File: src/rtl/urxf_pkg.sv
// urxf_pkg: shared constants, codes and types of the uart receiver with fifo
// no dependencies
`timescale 1ns / 1ps

package urxf_pkg;

  localparam int unsigned FIFO_DEPTH_DEFAULT = 128;
  localparam int unsigned APB_ADDR_W = 3;
  localparam int unsigned APB_DATA_W = 32;
  localparam int unsigned PERIOD_W = 16;
  localparam int unsigned COUNT_W = 4;
  localparam logic [PERIOD_W-1:0] BIT_PERIOD_RESET = 16'd868;
  localparam logic [COUNT_W-1:0] COUNT_DATA_LAST = 4'd8;

  typedef enum logic [0:0] {
    REG_BIT_PERIOD = 1'b0
  } reg_index_t;

  typedef enum logic {
    RX_IDLE,
    RX_BUSY
  } rx_state_t;

  typedef struct packed {
    logic       en;
    logic [7:0] data;
  } fifo_wr_t;

  typedef struct packed {
    logic avail;
    logic rd_valid;
  } pop_status_t;

endpackage

File: src/rtl/urxf_if.sv
// urxf_if: valid/ready channel interfaces for line samples and fifo results
// no dependencies
`timescale 1ns / 1ps

interface urxf_in_if;
  logic valid;
  logic ready;
  logic rx_level;
  logic pop_req;

  modport source (output valid, output rx_level, output pop_req, input ready);
  modport sink (input valid, input rx_level, input pop_req, output ready);
endinterface

interface urxf_out_if;
  logic       valid;
  logic       ready;
  logic       avail;
  logic       rd_valid;
  logic [7:0] rd_data;

  modport source (output valid, output avail, output rd_valid, output rd_data, input ready);
  modport sink (input valid, input avail, input rd_valid, input rd_data, output ready);
endinterface

File: src/rtl/uart_receiver_with_fifo.sv
// uart_receiver_with_fifo: 8n1 serial receiver feeding a ring fifo, apb setup
// depends on urxf_pkg, urxf_if, urxf_rx, urxf_fifo and urxf_ram
//
// usage:
//   sample channel: one transaction per clock tick of the serial line, carrying
//   the sampled line level and a request to pop one byte from the fifo.
//   result channel: one transaction per sample transaction, in order: avail
//   (fifo held a byte before the tick), rd_valid and rd_data (zero if no pop).
//   apb port: register 0 at address 0 is bit_period, clock ticks per serial
//   bit; the frame timing counts sample transactions, not raw clocks.
// path: a result passes the ram read stage, then the output register, after its sample.
// throughput: one transaction per cycle while result.ready is high, set by the two-stage
//   result pipeline (ram read stage, output register); the ram read stage lets one more
//   sample in while a result waits on the output.
// reset: receiver idle, fifo empty, bit_period back to 868; no ram clearing.
// stall: with result.ready low, one more sample is taken, then sample.ready
//   drops until the output register is drained.
`timescale 1ns / 1ps

module uart_receiver_with_fifo #(
  parameter int unsigned FIFO_DEPTH = urxf_pkg::FIFO_DEPTH_DEFAULT
) (
  input  logic                              clk,
  input  logic                              rst,
  urxf_in_if.sink                           sample,
  urxf_out_if.source                        result,
  input  logic                              psel,
  input  logic                              penable,
  input  logic                              pwrite,
  input  logic [urxf_pkg::APB_ADDR_W-1:0]   paddr,
  input  logic [urxf_pkg::APB_DATA_W-1:0]   pwdata,
  output logic [urxf_pkg::APB_DATA_W-1:0]   prdata,
  output logic                              pready
);

  import urxf_pkg::*;

  logic [PERIOD_W-1:0] bit_period;
  logic                cfg_wr;
  reg_index_t          reg_sel;
  logic                step;
  logic                s1_move;
  logic                s1_valid;
  pop_status_t         s1_status;
  pop_status_t         status;
  logic                o_valid;
  logic                o_avail;
  logic                o_rd_valid;
  logic [7:0]          o_rd_data;
  logic [7:0]          rd_q;
  fifo_wr_t            wr;

  // configuration
  assign pready  = 1'b1;
  assign cfg_wr  = psel && penable && pwrite && pready;
  assign reg_sel = reg_index_t'(paddr[APB_ADDR_W-1]);

  always_ff @(posedge clk) begin
    if (rst) begin
      bit_period <= BIT_PERIOD_RESET;
    end else if (cfg_wr) begin
      unique case (reg_sel)
        REG_BIT_PERIOD: bit_period <= pwdata[PERIOD_W-1:0];
        default: ;
      endcase
    end
  end

  always_comb begin
    unique case (reg_sel)
      REG_BIT_PERIOD: prdata = {{(APB_DATA_W-PERIOD_W){1'b0}}, bit_period};
      default:        prdata = '0;
    endcase
  end

  // handshake
  assign s1_move      = s1_valid && (!o_valid || result.ready);
  assign sample.ready = !s1_valid || s1_move;
  assign step         = sample.valid && sample.ready;

  urxf_rx u_rx (
    .clk        (clk),
    .rst        (rst),
    .step       (step),
    .rx_level   (sample.rx_level),
    .bit_period (bit_period),
    .wr         (wr)
  );

  urxf_fifo #(
    .DEPTH (FIFO_DEPTH)
  ) u_fifo (
    .clk     (clk),
    .rst     (rst),
    .step    (step),
    .pop_req (sample.pop_req),
    .wr      (wr),
    .status  (status),
    .rd_q    (rd_q)
  );

  // ram read stage
  always_ff @(posedge clk) begin
    if (rst) begin
      s1_valid <= 1'b0;
    end else if (step) begin
      s1_valid <= 1'b1;
    end else if (s1_move) begin
      s1_valid <= 1'b0;
    end
  end

  always_ff @(posedge clk) begin
    if (step) s1_status <= status;
  end

  // output register
  always_ff @(posedge clk) begin
    if (rst) begin
      o_valid <= 1'b0;
    end else if (s1_move) begin
      o_valid <= 1'b1;
    end else if (result.ready) begin
      o_valid <= 1'b0;
    end
  end

  always_ff @(posedge clk) begin
    if (s1_move) begin
      o_avail    <= s1_status.avail;
      o_rd_valid <= s1_status.rd_valid;
      o_rd_data  <= s1_status.rd_valid ? rd_q : 8'd0;
    end
  end

  assign result.valid    = o_valid;
  assign result.avail    = o_avail;
  assign result.rd_valid = o_rd_valid;
  assign result.rd_data  = o_rd_data;

endmodule

File: src/rtl/urxf_ram.sv
// urxf_ram: generic single write port, single read port ram with registered read
// no dependencies
`timescale 1ns / 1ps

module urxf_ram #(
  parameter int unsigned WIDTH = 8,
  parameter int unsigned DEPTH = 128
) (
  input  logic                     clk,
  input  logic                     we,
  input  logic [$clog2(DEPTH)-1:0] waddr,
  input  logic [WIDTH-1:0]         wdata,
  input  logic                     re,
  input  logic [$clog2(DEPTH)-1:0] raddr,
  output logic [WIDTH-1:0]         q
);

  logic [WIDTH-1:0] mem [DEPTH];

  always_ff @(posedge clk) begin
    if (we) begin
      mem[waddr] <= wdata;
    end
    if (re) begin
      q <= mem[raddr];
    end
  end

endmodule

File: src/rtl/urxf_rx.sv
// urxf_rx: 8n1 receive framing, bit timer and shift register
// depends on urxf_pkg
`timescale 1ns / 1ps

module urxf_rx (
  input  logic                              clk,
  input  logic                              rst,
  input  logic                              step,
  input  logic                              rx_level,
  input  logic [urxf_pkg::PERIOD_W-1:0]     bit_period,
  output urxf_pkg::fifo_wr_t                wr
);

  import urxf_pkg::*;

  rx_state_t           state;
  rx_state_t           state_next;
  logic [PERIOD_W-1:0] bit_timer;
  logic [PERIOD_W-1:0] bit_timer_next;
  logic [COUNT_W-1:0]  bit_count;
  logic [COUNT_W-1:0]  bit_count_next;
  logic [7:0]          shift_reg;
  logic [7:0]          shift_reg_next;
  logic                frame_event;

  assign frame_event = (bit_timer <= PERIOD_W'(1));

  always_comb begin
    state_next = state;
    unique case (state)
      RX_IDLE: begin
        if (!rx_level) state_next = RX_BUSY;
      end
      RX_BUSY: begin
        if (frame_event && (bit_count > COUNT_DATA_LAST)) state_next = RX_IDLE;
      end
      default: state_next = RX_IDLE;
    endcase
  end

  always_comb begin
    bit_timer_next = bit_timer;
    bit_count_next = bit_count;
    shift_reg_next = shift_reg;
    wr.en          = 1'b0;
    wr.data        = shift_reg;
    unique case (state)
      RX_IDLE: begin
        if (!rx_level) begin
          bit_count_next = '0;
          shift_reg_next = '0;
          bit_timer_next = bit_period >> 1;
        end
      end
      RX_BUSY: begin
        priority if (!frame_event) begin
          bit_timer_next = bit_timer - PERIOD_W'(1);
        end else if (bit_count == '0) begin
          bit_count_next = COUNT_W'(1);
          bit_timer_next = bit_period;
        end else if (bit_count <= COUNT_DATA_LAST) begin
          shift_reg_next = {rx_level, shift_reg[7:1]};
          bit_count_next = bit_count + COUNT_W'(1);
          bit_timer_next = bit_period;
        end else begin
          // stop bit position: hand the byte to the fifo
          wr.en          = step;
          bit_count_next = '0;
          bit_timer_next = '0;
        end
      end
      default: begin
        bit_timer_next = '0;
      end
    endcase
  end

  always_ff @(posedge clk) begin
    if (rst) begin
      state     <= RX_IDLE;
      bit_timer <= '0;
      bit_count <= '0;
      shift_reg <= '0;
    end else if (step) begin
      state     <= state_next;
      bit_timer <= bit_timer_next;
      bit_count <= bit_count_next;
      shift_reg <= shift_reg_next;
    end
  end

endmodule

File: src/rtl/urxf_fifo.sv
// urxf_fifo: ring fifo pointers around a registered-read ram, no full check
// depends on urxf_pkg and urxf_ram
`timescale 1ns / 1ps

module urxf_fifo #(
  parameter int unsigned DEPTH = urxf_pkg::FIFO_DEPTH_DEFAULT
) (
  input  logic                  clk,
  input  logic                  rst,
  input  logic                  step,
  input  logic                  pop_req,
  input  urxf_pkg::fifo_wr_t    wr,
  output urxf_pkg::pop_status_t status,
  output logic [7:0]            rd_q
);

  import urxf_pkg::*;

  localparam int unsigned PTR_W = $clog2(DEPTH);
  localparam logic [PTR_W-1:0] PTR_LAST = PTR_W'(DEPTH - 1);

  logic [PTR_W-1:0] wr_ptr;
  logic [PTR_W-1:0] rd_ptr;
  logic             have;
  logic             do_pop;

  function automatic logic [PTR_W-1:0] ptr_inc(input logic [PTR_W-1:0] p);
    ptr_inc = (p == PTR_LAST) ? '0 : p + PTR_W'(1);
  endfunction

  assign have            = (rd_ptr != wr_ptr);
  assign do_pop          = step && pop_req && have;
  assign status.avail    = have;
  assign status.rd_valid = pop_req && have;

  always_ff @(posedge clk) begin
    if (rst) begin
      wr_ptr <= '0;
      rd_ptr <= '0;
    end else begin
      if (wr.en) wr_ptr <= ptr_inc(wr_ptr);
      if (do_pop) rd_ptr <= ptr_inc(rd_ptr);
    end
  end

  urxf_ram #(
    .WIDTH (8),
    .DEPTH (DEPTH)
  ) u_ram (
    .clk   (clk),
    .we    (wr.en),
    .waddr (wr_ptr),
    .wdata (wr.data),
    .re    (do_pop),
    .raddr (rd_ptr),
    .q     (rd_q)
  );

endmodule

File: src/flat_wrapper.sv
// flat-port wrapper written by rule: the top's interface ports become plain ports
module uart_receiver_with_fifo_flat import urxf_pkg::*;
#(
  parameter int unsigned FIFO_DEPTH = urxf_pkg::FIFO_DEPTH_DEFAULT
)
  (clk, rst, psel, penable, pwrite, paddr, pwdata, prdata, pready, sample_valid, sample_rx_level, sample_pop_req, sample_ready, result_valid, result_avail, result_rd_valid, result_rd_data, result_ready);
  urxf_in_if sample_i ();
  urxf_out_if result_i ();
  input  logic clk;
  input  logic rst;
  input  logic psel;
  input  logic penable;
  input  logic pwrite;
  input  logic [urxf_pkg::APB_ADDR_W-1:0] paddr;
  input  logic [urxf_pkg::APB_DATA_W-1:0] pwdata;
  output logic [urxf_pkg::APB_DATA_W-1:0] prdata;
  output logic pready;
  input wire logic [$bits(sample_i.valid)-1:0] sample_valid;
  input wire logic [$bits(sample_i.rx_level)-1:0] sample_rx_level;
  input wire logic [$bits(sample_i.pop_req)-1:0] sample_pop_req;
  output wire logic [$bits(sample_i.ready)-1:0] sample_ready;
  output wire logic [$bits(result_i.valid)-1:0] result_valid;
  output wire logic [$bits(result_i.avail)-1:0] result_avail;
  output wire logic [$bits(result_i.rd_valid)-1:0] result_rd_valid;
  output wire logic [$bits(result_i.rd_data)-1:0] result_rd_data;
  input wire logic [$bits(result_i.ready)-1:0] result_ready;
  assign sample_i.valid = sample_valid;
  assign sample_i.rx_level = sample_rx_level;
  assign sample_i.pop_req = sample_pop_req;
  assign sample_ready = sample_i.ready;
  assign result_valid = result_i.valid;
  assign result_avail = result_i.avail;
  assign result_rd_valid = result_i.rd_valid;
  assign result_rd_data = result_i.rd_data;
  assign result_i.ready = result_ready;
  uart_receiver_with_fifo #(.FIFO_DEPTH(FIFO_DEPTH)) u_core (.clk(clk), .rst(rst), .sample(sample_i), .result(result_i), .psel(psel), .penable(penable), .pwrite(pwrite), .paddr(paddr), .pwdata(pwdata), .prdata(prdata), .pready(pready));
endmodule
File: config.mk
export PLATFORM = sky130hd
export DESIGN_NAME = uart_receiver_with_fifo_flat
export DESIGN_NICKNAME = d
export VERILOG_FILES = /design/src/rtl/urxf_pkg.sv /design/src/rtl/urxf_if.sv /design/src/rtl/uart_receiver_with_fifo.sv /design/src/rtl/urxf_ram.sv /design/src/rtl/urxf_rx.sv /design/src/rtl/urxf_fifo.sv /design/src/flat_wrapper.sv
export SDC_FILE = /design/constraint.sdc
export NUM_CORES = 1
export LEC_CHECK = 0
export BUFFER_PORTS_ARGS = -buffer_cell sky130_fd_sc_hd__buf_2
export CAP_MARGIN = 20
export CORE_MARGIN = 5
export CORE_UTILIZATION = 51
export DETAILED_ROUTE_END_ITERATION = 8
export PLACE_DENSITY_LB_ADDON = 0.05
export SYNTH_ARGS = -nofsm -noshare
export SYNTH_HDL_FRONTEND = slang
export SYNTH_SLANG_ARGS = --single-unit
File: constraint.sdc
create_clock -name clk -period 2.7 [get_ports clk]
set_input_delay 0.27 -clock clk [delete_from_list [all_inputs] [get_ports clk]]
set_output_delay 0.27 -clock clk [all_outputs]
set_load 0.02 [all_outputs]
# Word level (Yosys, flattened, before mapping)
# Memory sizes are Yosys's and may differ from the RTL's. A register that Yosys moved wholly into a read port is not among the register bits.
# Cells that the tools add are included.
# Widths: inputs -> output; s select.
totals:
  register_bits: 73
  mem_bits_rw: 1024
  input_bits: 44
  out_inout_bits: 45
  word_cells: 81
  mem_count: 1
memory_table:
  columns: ["name", "words", "width", "rd", "rd_ports_with_merged_regs", "wr", "line", "source"]
  rows:
  - ["u_core.u_fifo.u_ram.mem", 128, 8, 1, 1, 1, "urxf_ram.sv:18", "logic [WIDTH-1:0] mem [DEPTH];"]
classes:
  add_sub_neg: 4
  n_lt_le_gt_ge: 3
  n_eq_ne: 7
  muxes: 31
  n_bitwise: 2
  n_reduce_logical: 19
op_table:
  columns: ["operator", "count"]
  rows:
  - ["$mux 16", 5]
  - ["$mux 8", 4]
  - ["$pmux 16 s2", 1]
  - ["$le 16x1->1 const B", 1]
  - ["$mux 4", 4]
  - ["$pmux 8 s2", 1]
  - ["$sub 16x1->16 const B", 1]
  - ["$add 7x1->7 const B", 2]
  - ["$eq 7x7->1 const B", 2]
  - ["$mux 7", 2]
  - ["$mux 1", 12]
  - ["$logic_and 1x1->1", 8]
  - ["$pmux 4 s2", 1]
  - ["$ne 7x7->1", 1]
  - ["$reduce_and 5->1", 1]
  - ["$add 4x1->4 const B", 1]
  - ["$gt 4x4->1 const B", 1]
  - ["$le 4x4->1 const B", 1]
  - ["$logic_not 4->1", 1]
  - ["$ne 2x1->1 const B", 2]
  - ["$ne 2x2->1 const B", 2]
  - ["$reduce_and 2->1", 2]
  - ["$reduce_bool 2->1", 2]
  - ["$reduce_and 3->1", 1]
  - ["4 further kinds", 7]

# Longest topological paths before layout
# Gate-level depths: netlist of the first run.
depth:
  depth_word: 11
  mapped_depth: 10
  depth_no_buf: 8

# Cells and area by module
# A second synthesis of the first run with hierarchy kept.
unflattened:
  cells_unflattened: 2137
  hier_area_um2: 44036.0
modules_own_cells:
  columns: ["mod", "instances", "cells_per_inst", "area_each_um2", "seq_area_each_um2"]
  rows:
  - ["urxf_ram", 1, 1635, 39745.6, 30989.7]
  - ["urxf_rx", 1, 278, 2068.2, 580.6]
  - ["uart_receiver_with_fifo", 1, 136, 1456.4, 720.7]
  - ["urxf_fifo", 1, 88, 765.7, 280.3]

# Worst setup path before layout of the first run
# Ideal clock, no wire load.
synth_timing:
  path_type: "register to register"
  from: "reg u_core.u_rx.bit_timer[8]"
  to: "mem u_core.u_fifo.u_ram.mem[72][0], enable pin"
  setup_time_ns: 0.370
  arrival_time_ns: 2.468
  required_ns: 2.330
  path_slack_ns: -0.138
  stages_incl_launch_ff: 8
  path_buffers: 1
  period_less_slack_ns: 2.838
  cell_sequence: "dfxtp_1 -> nor4_1 -> nand2_1 -> or4_4 -> nor4_4 -> nand2_1 -> buf_2 -> nor2_1"
synth_between:
  elab_chain_cells: 5
synth_rtl:
  columns: ["item", "line", "source"]
  rows:
  - ["from (decl)", "urxf_rx.sv:18", "logic [PERIOD_W-1:0] bit_timer;"]
  - ["from (signal assigned)", "urxf_rx.sv:86", "bit_timer <= bit_timer_next;"]
  - ["$le 16x1->1", "urxf_rx.sv:26", "assign frame_event = (bit_timer <= PERIOD_W'(1));"]
  - ["$mux 1", "urxf_rx.sv:56", "priority if (!frame_event) begin"]
  - ["$mux 1", "urxf_rx.sv:47", "unique case (state)"]
  - ["$mux 1", "urxf_ram.sv:21", "if (we) begin"]
  - ["$mux 1 (not written as such)", "urxf_ram.sv:22", "mem[waddr] <= wdata;"]
  - ["to (decl)", "urxf_ram.sv:18", null]
# Every way passes these cells.

# Worst setup path in the final report of the first run
layout_timing:
  from: "reg u_core.u_fifo.rd_ptr[0]"
  to: "reg u_core.u_fifo.u_ram.q[0], read port of u_core.u_fifo.u_ram.mem (data pin)"
layout_between:
  elab_chain_cells: 2
layout_rtl:
  columns: ["item", "line", "source"]
  rows:
  - ["from (decl)", "urxf_fifo.sv:23", "logic [PTR_W-1:0] rd_ptr;"]
  - ["from (signal assigned)", "urxf_fifo.sv:42", "if (do_pop) rd_ptr <= ptr_inc(rd_ptr);"]
  - ["$ne 7x7->1", "urxf_fifo.sv:31", "assign have = (rd_ptr != wr_ptr);"]
  - ["$logic_and 1x1->1", "urxf_fifo.sv:32", "assign do_pop = step && pop_req && have;"]
  - ["to (decl)", "urxf_ram.sv:15", "output logic [WIDTH-1:0] q"]
# Several ways; a longest one is shown, not always the timed one.
# A chain may end at the register's enable or synchronous reset.

==> results of run 1 <==
## layout make-up
| type | instances | area share, % |
|---|---|---|
| clock buffer | 140 | 5.55 |
| clock inverter | 65 | 1.05 |
| inverter | 16 | 0.114 |
| multi-input combinational | 1144 | 20.3 |
| sequential | 1105 | 61.8 |
| tap | 1144 | 2.71 |
| timing repair buffer | 481 | 8.40 |
## kinds of logic after synthesis
logic type	after synthesis	share of synthesized area, %
compound gates	302	4.70
flops	1105	74.5
mux	341	13.5
xor+xnor	23	0.461
simple gates	455	4.89
fa+ha+maj	6	0.172
other cells	2	0.0172
buf+inv	170	1.77
## power breakdown
| part | internal (mW) | leakage, nW | switching [mW] |
|---|---|---|---|
| logic | 0.216 | 5.18 | 0.324 |
| registers | 18.5 | 10.7 | 0.0274 |
| clock network | 8.50 | 1.68 | 6.34 |
## cell usage after synthesis, types with 7 or more instances
| library cell | n | area (sq um) |
|---|---|---|
| edfxtp_1 | 1044 | 31400 |
| mux4_2 | 200 | 4500 |
| nor2_1 | 188 | 706 |
| mux2i_1 | 137 | 1370 |
| nand2_1 | 110 | 413 |
| clkbuf_1 | 67 | 251 |
| dfxtp_1 | 61 | 1220 |
| a21oi_1 | 59 | 295 |
| buf_2 | 58 | 290 |
| a211oi_1 | 41 | 308 |
| a22oi_1 | 41 | 308 |
| o22ai_1 | 40 | 250 |
| o21ai_0 | 32 | 160 |
| nor2b_1 | 31 | 194 |
| nor3_1 | 22 | 110 |
| and2_1 | 20 | 125 |
| nand3_1 | 20 | 100 |
| xor2_1 | 18 | 158 |
| buf_4 | 17 | 128 |
| inv_1 | 16 | 60.1 |
| o221ai_1 | 16 | 140 |
| a31oi_1 | 14 | 87.6 |
| a22o_1 | 12 | 105 |
| buf_1 | 12 | 45.0 |
| nand2b_1 | 12 | 75.1 |
| nand3b_1 | 8 | 60.1 |
| o32a_1 | 8 | 80.1 |
| and3_1 | 7 | 43.8 |
## per-stage QoR
step | worst slack (ns) | instance area [sq um] | TNS [ns] | utilization [%]
after floorplan | -0.138 | 43800 | -59.17 | -
after global placement | -0.270 | 48600 | -19.97 | 57.0
after detailed placement | -0.236 | 48600 | -41.64 | 57.0
after CTS | 0.0154 | 52300 | 0 | 61.5
after global routing | -0.0894 | 52700 | -22.94 | 61.9
final | 0.0338 | 52700 | 0 | 61.9
## worst max-delay path, stage by stage (launching register included)
cell and delay (ns):
dfxtp_4 0.40, buf_12 0.21, buf_4 0.23, mux4_2 0.54, a211oi_1 0.40, a211oi_1 0.27, o32a_1 0.34
## timing repair
item,4_1_cts,5_1_grt
endpoints found under the hold margin,21,0
gates cloned,0,2
setup endpoints to repair,824,973
buffers inserted,1,1
hold buffers,21,0
pin swaps,4,2
gates resized for setup,21,99
## routing by layer
metal	part of all wire (%)	GRT usage, %
met1	43	36.9
met2	48	40.0
met3	7.0	3.28
met4	1.8	5.25
met5	0	0
## worst min-delay path by stage
stage / cells after the start / slack, ns / startpoint / end
final: 2 / 0.18 / rst / u_core.u_rx.shift_reg[5]
after global routing: 2 / 0.18 / rst / u_core.u_rx.shift_reg[5]
after floorplan: 1 / 0.39 / pwdata[8] / u_core.bit_period[8]
after global placement: 0 / 0.41 / u_core.s1_status[1] / u_core.result.avail
after detailed placement: 0 / 0.43 / u_core.s1_status[1] / u_core.result.avail
after CTS: 2 / 0.14 / rst / u_core.result.valid
==> results.toml, run 1 <==
[global_route]
antenna_found_initial = 1
grt_pass1_vias = 24549
grt_max_degree = 129
grt_pass1_wl_um = 166000
grt_usage_pct = 24.8
grt-ovfl-total = 0

[critical_path]
critical_path.startpoint = "u_core.u_fifo.rd_ptr[0]"
criticalPathCategory = "reg -> reg"
r2r_start = "u_core.u_fifo.rd_ptr[0]"
rrSetupSlack_ns = 0.03
cp-end-kind = "register"
timing.rr.end = "u_core.u_fifo.u_ram.q[0]"
crit_arrival_ns = 3.09
critPathLaunchType = "register"
path_max_fanout = 20
reg2regPathDepth = 6
crit_end = "u_core.u_fifo.u_ram.q[0]"
cp.required_ns = 3.13

[die]
ios = 89
die_area_sq_um = 91700
die_h_um = 303
start_util_pct = 51.4
core_area_sq_um = 85100
num_rows = 107
dieWidth_um = 303

[sta]
hold_viol_final = 0
finalSetupViolCount = 0
post-route-period-util_pct = 98.7
drv_slew = 0
tightest_slew_ns = 0.818
finClkSkew_ns = 0.0294
relSlewSlack_pct = 45.5
rsz0062_at_grt = "yes"
period_minus_slack_ns = 2.67
finalHoldWorstSlack_ns = 0.175
max_freq_mhz = 375

[placement]
numPlacedInstances = 3865
hpwl_um = 73700
numPortBuffers = 53
globalplace.congestion = 0.866

[drt]
wire_per_inst_um = 27.7
num_vias = 24432
detail_route.first_pass.iterations = 6
avgViaCountPerCell = 5.97
route.detailed.drc = 0
ant_nets = 0
drt-total-wl_um = 114000
drt_iter0_drc = 2398

[cells_and_area]
fillers = 6156
multi_input_comb_area_sq_um = 10700
largest_register = "u_core.u_fifo.u_ram.mem"
area_growth_pct = 20.6
reg_top3 = "u_core.u_fifo.u_ram.mem (1024), u_core.bit_period (16), u_core.u_rx.bit_timer (16)"
layout_commonest_cell = "edfxtp_1"
n_antenna_cell = 0
drive_gt1_share_pct = 30.7
final_cell_mix = "edfxtp_1, buf_4, mux4_2, mux2i_1, nor2_1"
largest_reg_flops = 1024
final_cells = 4095
regArea_sq_um = 32600
nets = 2907

[pwr]
ir_drop_mv = 0.728
p_total_mw = 33.9
p_per_area_nw_per_um2 = 643
p_leak_nw = 17.6

[logic_synthesis]
yosysSeqAreaShare_pct = 74.5
synth-seq-cells = 1105
syn_inst = 2404
synthFlopType = "edfxtp_1"
async_flop_share_pct = 0
avgSynthCellArea_sq_um = 18.2
syn_area_sq_um = 43700
ys_warn_count = 0
synth_edf_count = 1044
ys_types = 64

[cts]
cts_num_sinks = 1105
clockBufferDepth = 3
tritoncts = "built"
cts-root-buf = "clkbuf_16"
cts-buffers-inserted = 109
clk_latency_ns = 0.68
clk_pin_slew_ns = 0.06
ctsHtreeMaxLevel = 3

[worst_hold_path]
hold_class = "in -> reg"

[run_status]
status = "finished clean"

[run]
cap_violations = 0
Note: power is estimated with default switching activity, not from simulation.
==> inputs of run 2 (changes only) <==
Settings changed: PLACE_DENSITY set to 0.7, PLACE_DENSITY_LB_ADDON 0.05 to unset.
==> run 2 against run 1 <==
- the flow now finishes with violations (setup timing)
- clock skew increased by 0.0061 ns
- routed wire length is 3.3% lower
- die area is the same
- fmax shrank 2.8%
- register-to-register slack got worse by 0.08 ns
- sequential share of layout area down 0.24 points
- hold slack lost 0.13 ns
==> results.toml, run 2 (synthesized netlist as in run 1, its figures left out) <==
[global_route]
grt_pass1_wl_um = 163000
grt-ovfl-total = 0
grt_pass1_vias = 24866
grt_max_degree = 105
grt_usage_pct = 24.0
antenna_found_initial = 2

[cts]
clockBufferDepth = 3
tritoncts = "built"
ctsHtreeMaxLevel = 3
cts-buffers-inserted = 107
cts_num_sinks = 1105
clk_pin_slew_ns = 0.06
cts-root-buf = "clkbuf_16"
clk_latency_ns = 0.66

[sta]
finClkSkew_ns = 0.0355
finalSetupViolCount = 6
drv_slew = 0
setup_slack_ns = -0.0417
hold_viol_final = 0
post-route-period-util_pct = 102
max_freq_mhz = 365
period_minus_slack_ns = 2.74
rsz0062_at_grt = "yes"
relSlewSlack_pct = 37.4
setup_tns_ns = -0.0686
tightest_slew_ns = 0.937

[critical_path]
cp-end-kind = "register"
cp.required_ns = 3.12
crit_arrival_ns = 3.16
criticalPathCategory = "reg -> reg"
critPathLaunchType = "register"
path_max_fanout = 7

[drt]
detail_route.first_pass.iterations = 5
wl_met2_um = 54900
wire_per_inst_um = 27.0
drt_iter0_drc = 2877
drt-total-wl_um = 110000
top_layer_used = "met5"
ant_nets = 0
route.detailed.drc = 0
avgViaCountPerCell = 6.11
num_vias = 24915
wl_met1_um = 42400
wl_met3_um = 9740

[die]
core_area_sq_um = 85100
die_area_sq_um = 91700
die_h_um = 303
dieWidth_um = 303
ios = 89
start_util_pct = 51.4
num_rows = 107

[cells_and_area]
regArea_sq_um = 32600
drive_gt1_share_pct = 31.6
largest_reg_flops = 1024
final_cell_mix = "edfxtp_1, buf_4, mux4_2, mux2i_1, nor2_1"
largest_register = "u_core.u_fifo.u_ram.mem"
fillers = 5917
final_cells = 4075
multi_input_comb_area_sq_um = 10900
area_growth_pct = 21.0
layout_commonest_cell = "edfxtp_1"
nets = 2896
reg_top3 = "u_core.u_fifo.u_ram.mem (1024), u_core.bit_period (16), u_core.u_rx.bit_timer (16)"

[placement]
globalplace.congestion = 0.888
numPlacedInstances = 3834
hpwl_um = 71100
place_ws_ns = -0.347
numPortBuffers = 53

[pwr]
ir_drop_mv = 0.553
p_total_mw = 33.5
p_per_area_nw_per_um2 = 633
p_leak_nw = 17.6

[run_status]
status = "finished with violations"
failed_checks = "setup timing"

[run]
cap_violations = 0

[worst_hold_path]
hold_class = "in -> reg"
[run 2: cell count changes in the layout (fill, tap and decap cells not counted), moves of 6 or more]
| cell | change |
|---|---|
| nor2_1 | -10 |
| buf_6 | +24 |
| buf_4 | -38 |
| buf_16 | +6 |
| clkbuf_1 | -12 |
| nor2_4 | +13 |
[run 2: where the power goes]
| part | switching, mW | internal, mW | total, mW |
|---|---|---|---|
| clock | 6.13 | 8.32 | 14.4 |
| combinational | 0.322 | 0.218 | 0.541 |
| sequential | 0.0360 | 18.5 | 18.5 |
| total | 6.48 | 27.0 | 33.5 |
[run 2: stage by stage]
step	utilization, %	hold slack, ns	area, sq um
after floorplan	-	0.388	43800
final	62.2	0.0416	52900
after detailed placement	56.7	0.478	48300
after CTS	61.4	0.0161	52300
after global routing	62.2	0.0621	52900
after global placement	56.7	0.462	48300
[run 2: repair_timing]
action / in CTS / in global routing
pin swaps: 8 / 15
buffers inserted: 9 / 16
gates cloned: 3 / 1
endpoints found under the setup margin: 914 / 984
gates resized for setup: 61 / 136
hold endpoints to repair: 19 / 0
hold buffers: 19 / 0
[run 2: worst max-delay path: stages, from the launching register on]
cell,delay [ns]
dfxtp_4,0.48
buf_12,0.14
buf_12,0.12
buf_4,0.11
mux4_2,0.52
a2111oi_0,0.58
buf_4,0.20
a211oi_1,0.13
o32a_1,0.20
[run 2: path summary, 6_finish.rpt]
path                      startpoint                       end  slack [ns]  cells after the start
max          u_core.u_fifo.rd_ptr[0]  u_core.u_fifo.u_ram.q[0]       -0.04                      8
min                  sample_rx_level         u_core.u_rx.state        0.04                      4
max reg2reg  u_core.u_fifo.rd_ptr[0]  u_core.u_fifo.u_ram.q[0]       -0.04                      8
min reg2reg      u_core.s1_status[1]       u_core.result.avail        0.48                      0
[run 2: cell type report]
| class | count | share of cell area, % |
|---|---|---|
| sequential | 1105 | 61.6 |
| multi-input combinational | 1144 | 20.6 |
| inverter | 16 | 0.113 |
| timing repair buffer | 472 | 8.62 |
| tap | 1144 | 2.70 |
| clock buffer | 129 | 5.30 |
| antenna | 1 | 0.00473 |
| clock inverter | 64 | 1.08 |
[run 2: routing by layer]
layer,vias to the layer above,global-route usage [%]
met3,187,3.84
met5,-,0
li1,10546,-
met1,12948,33.8
met4,2,6.39
met2,1232,39.6
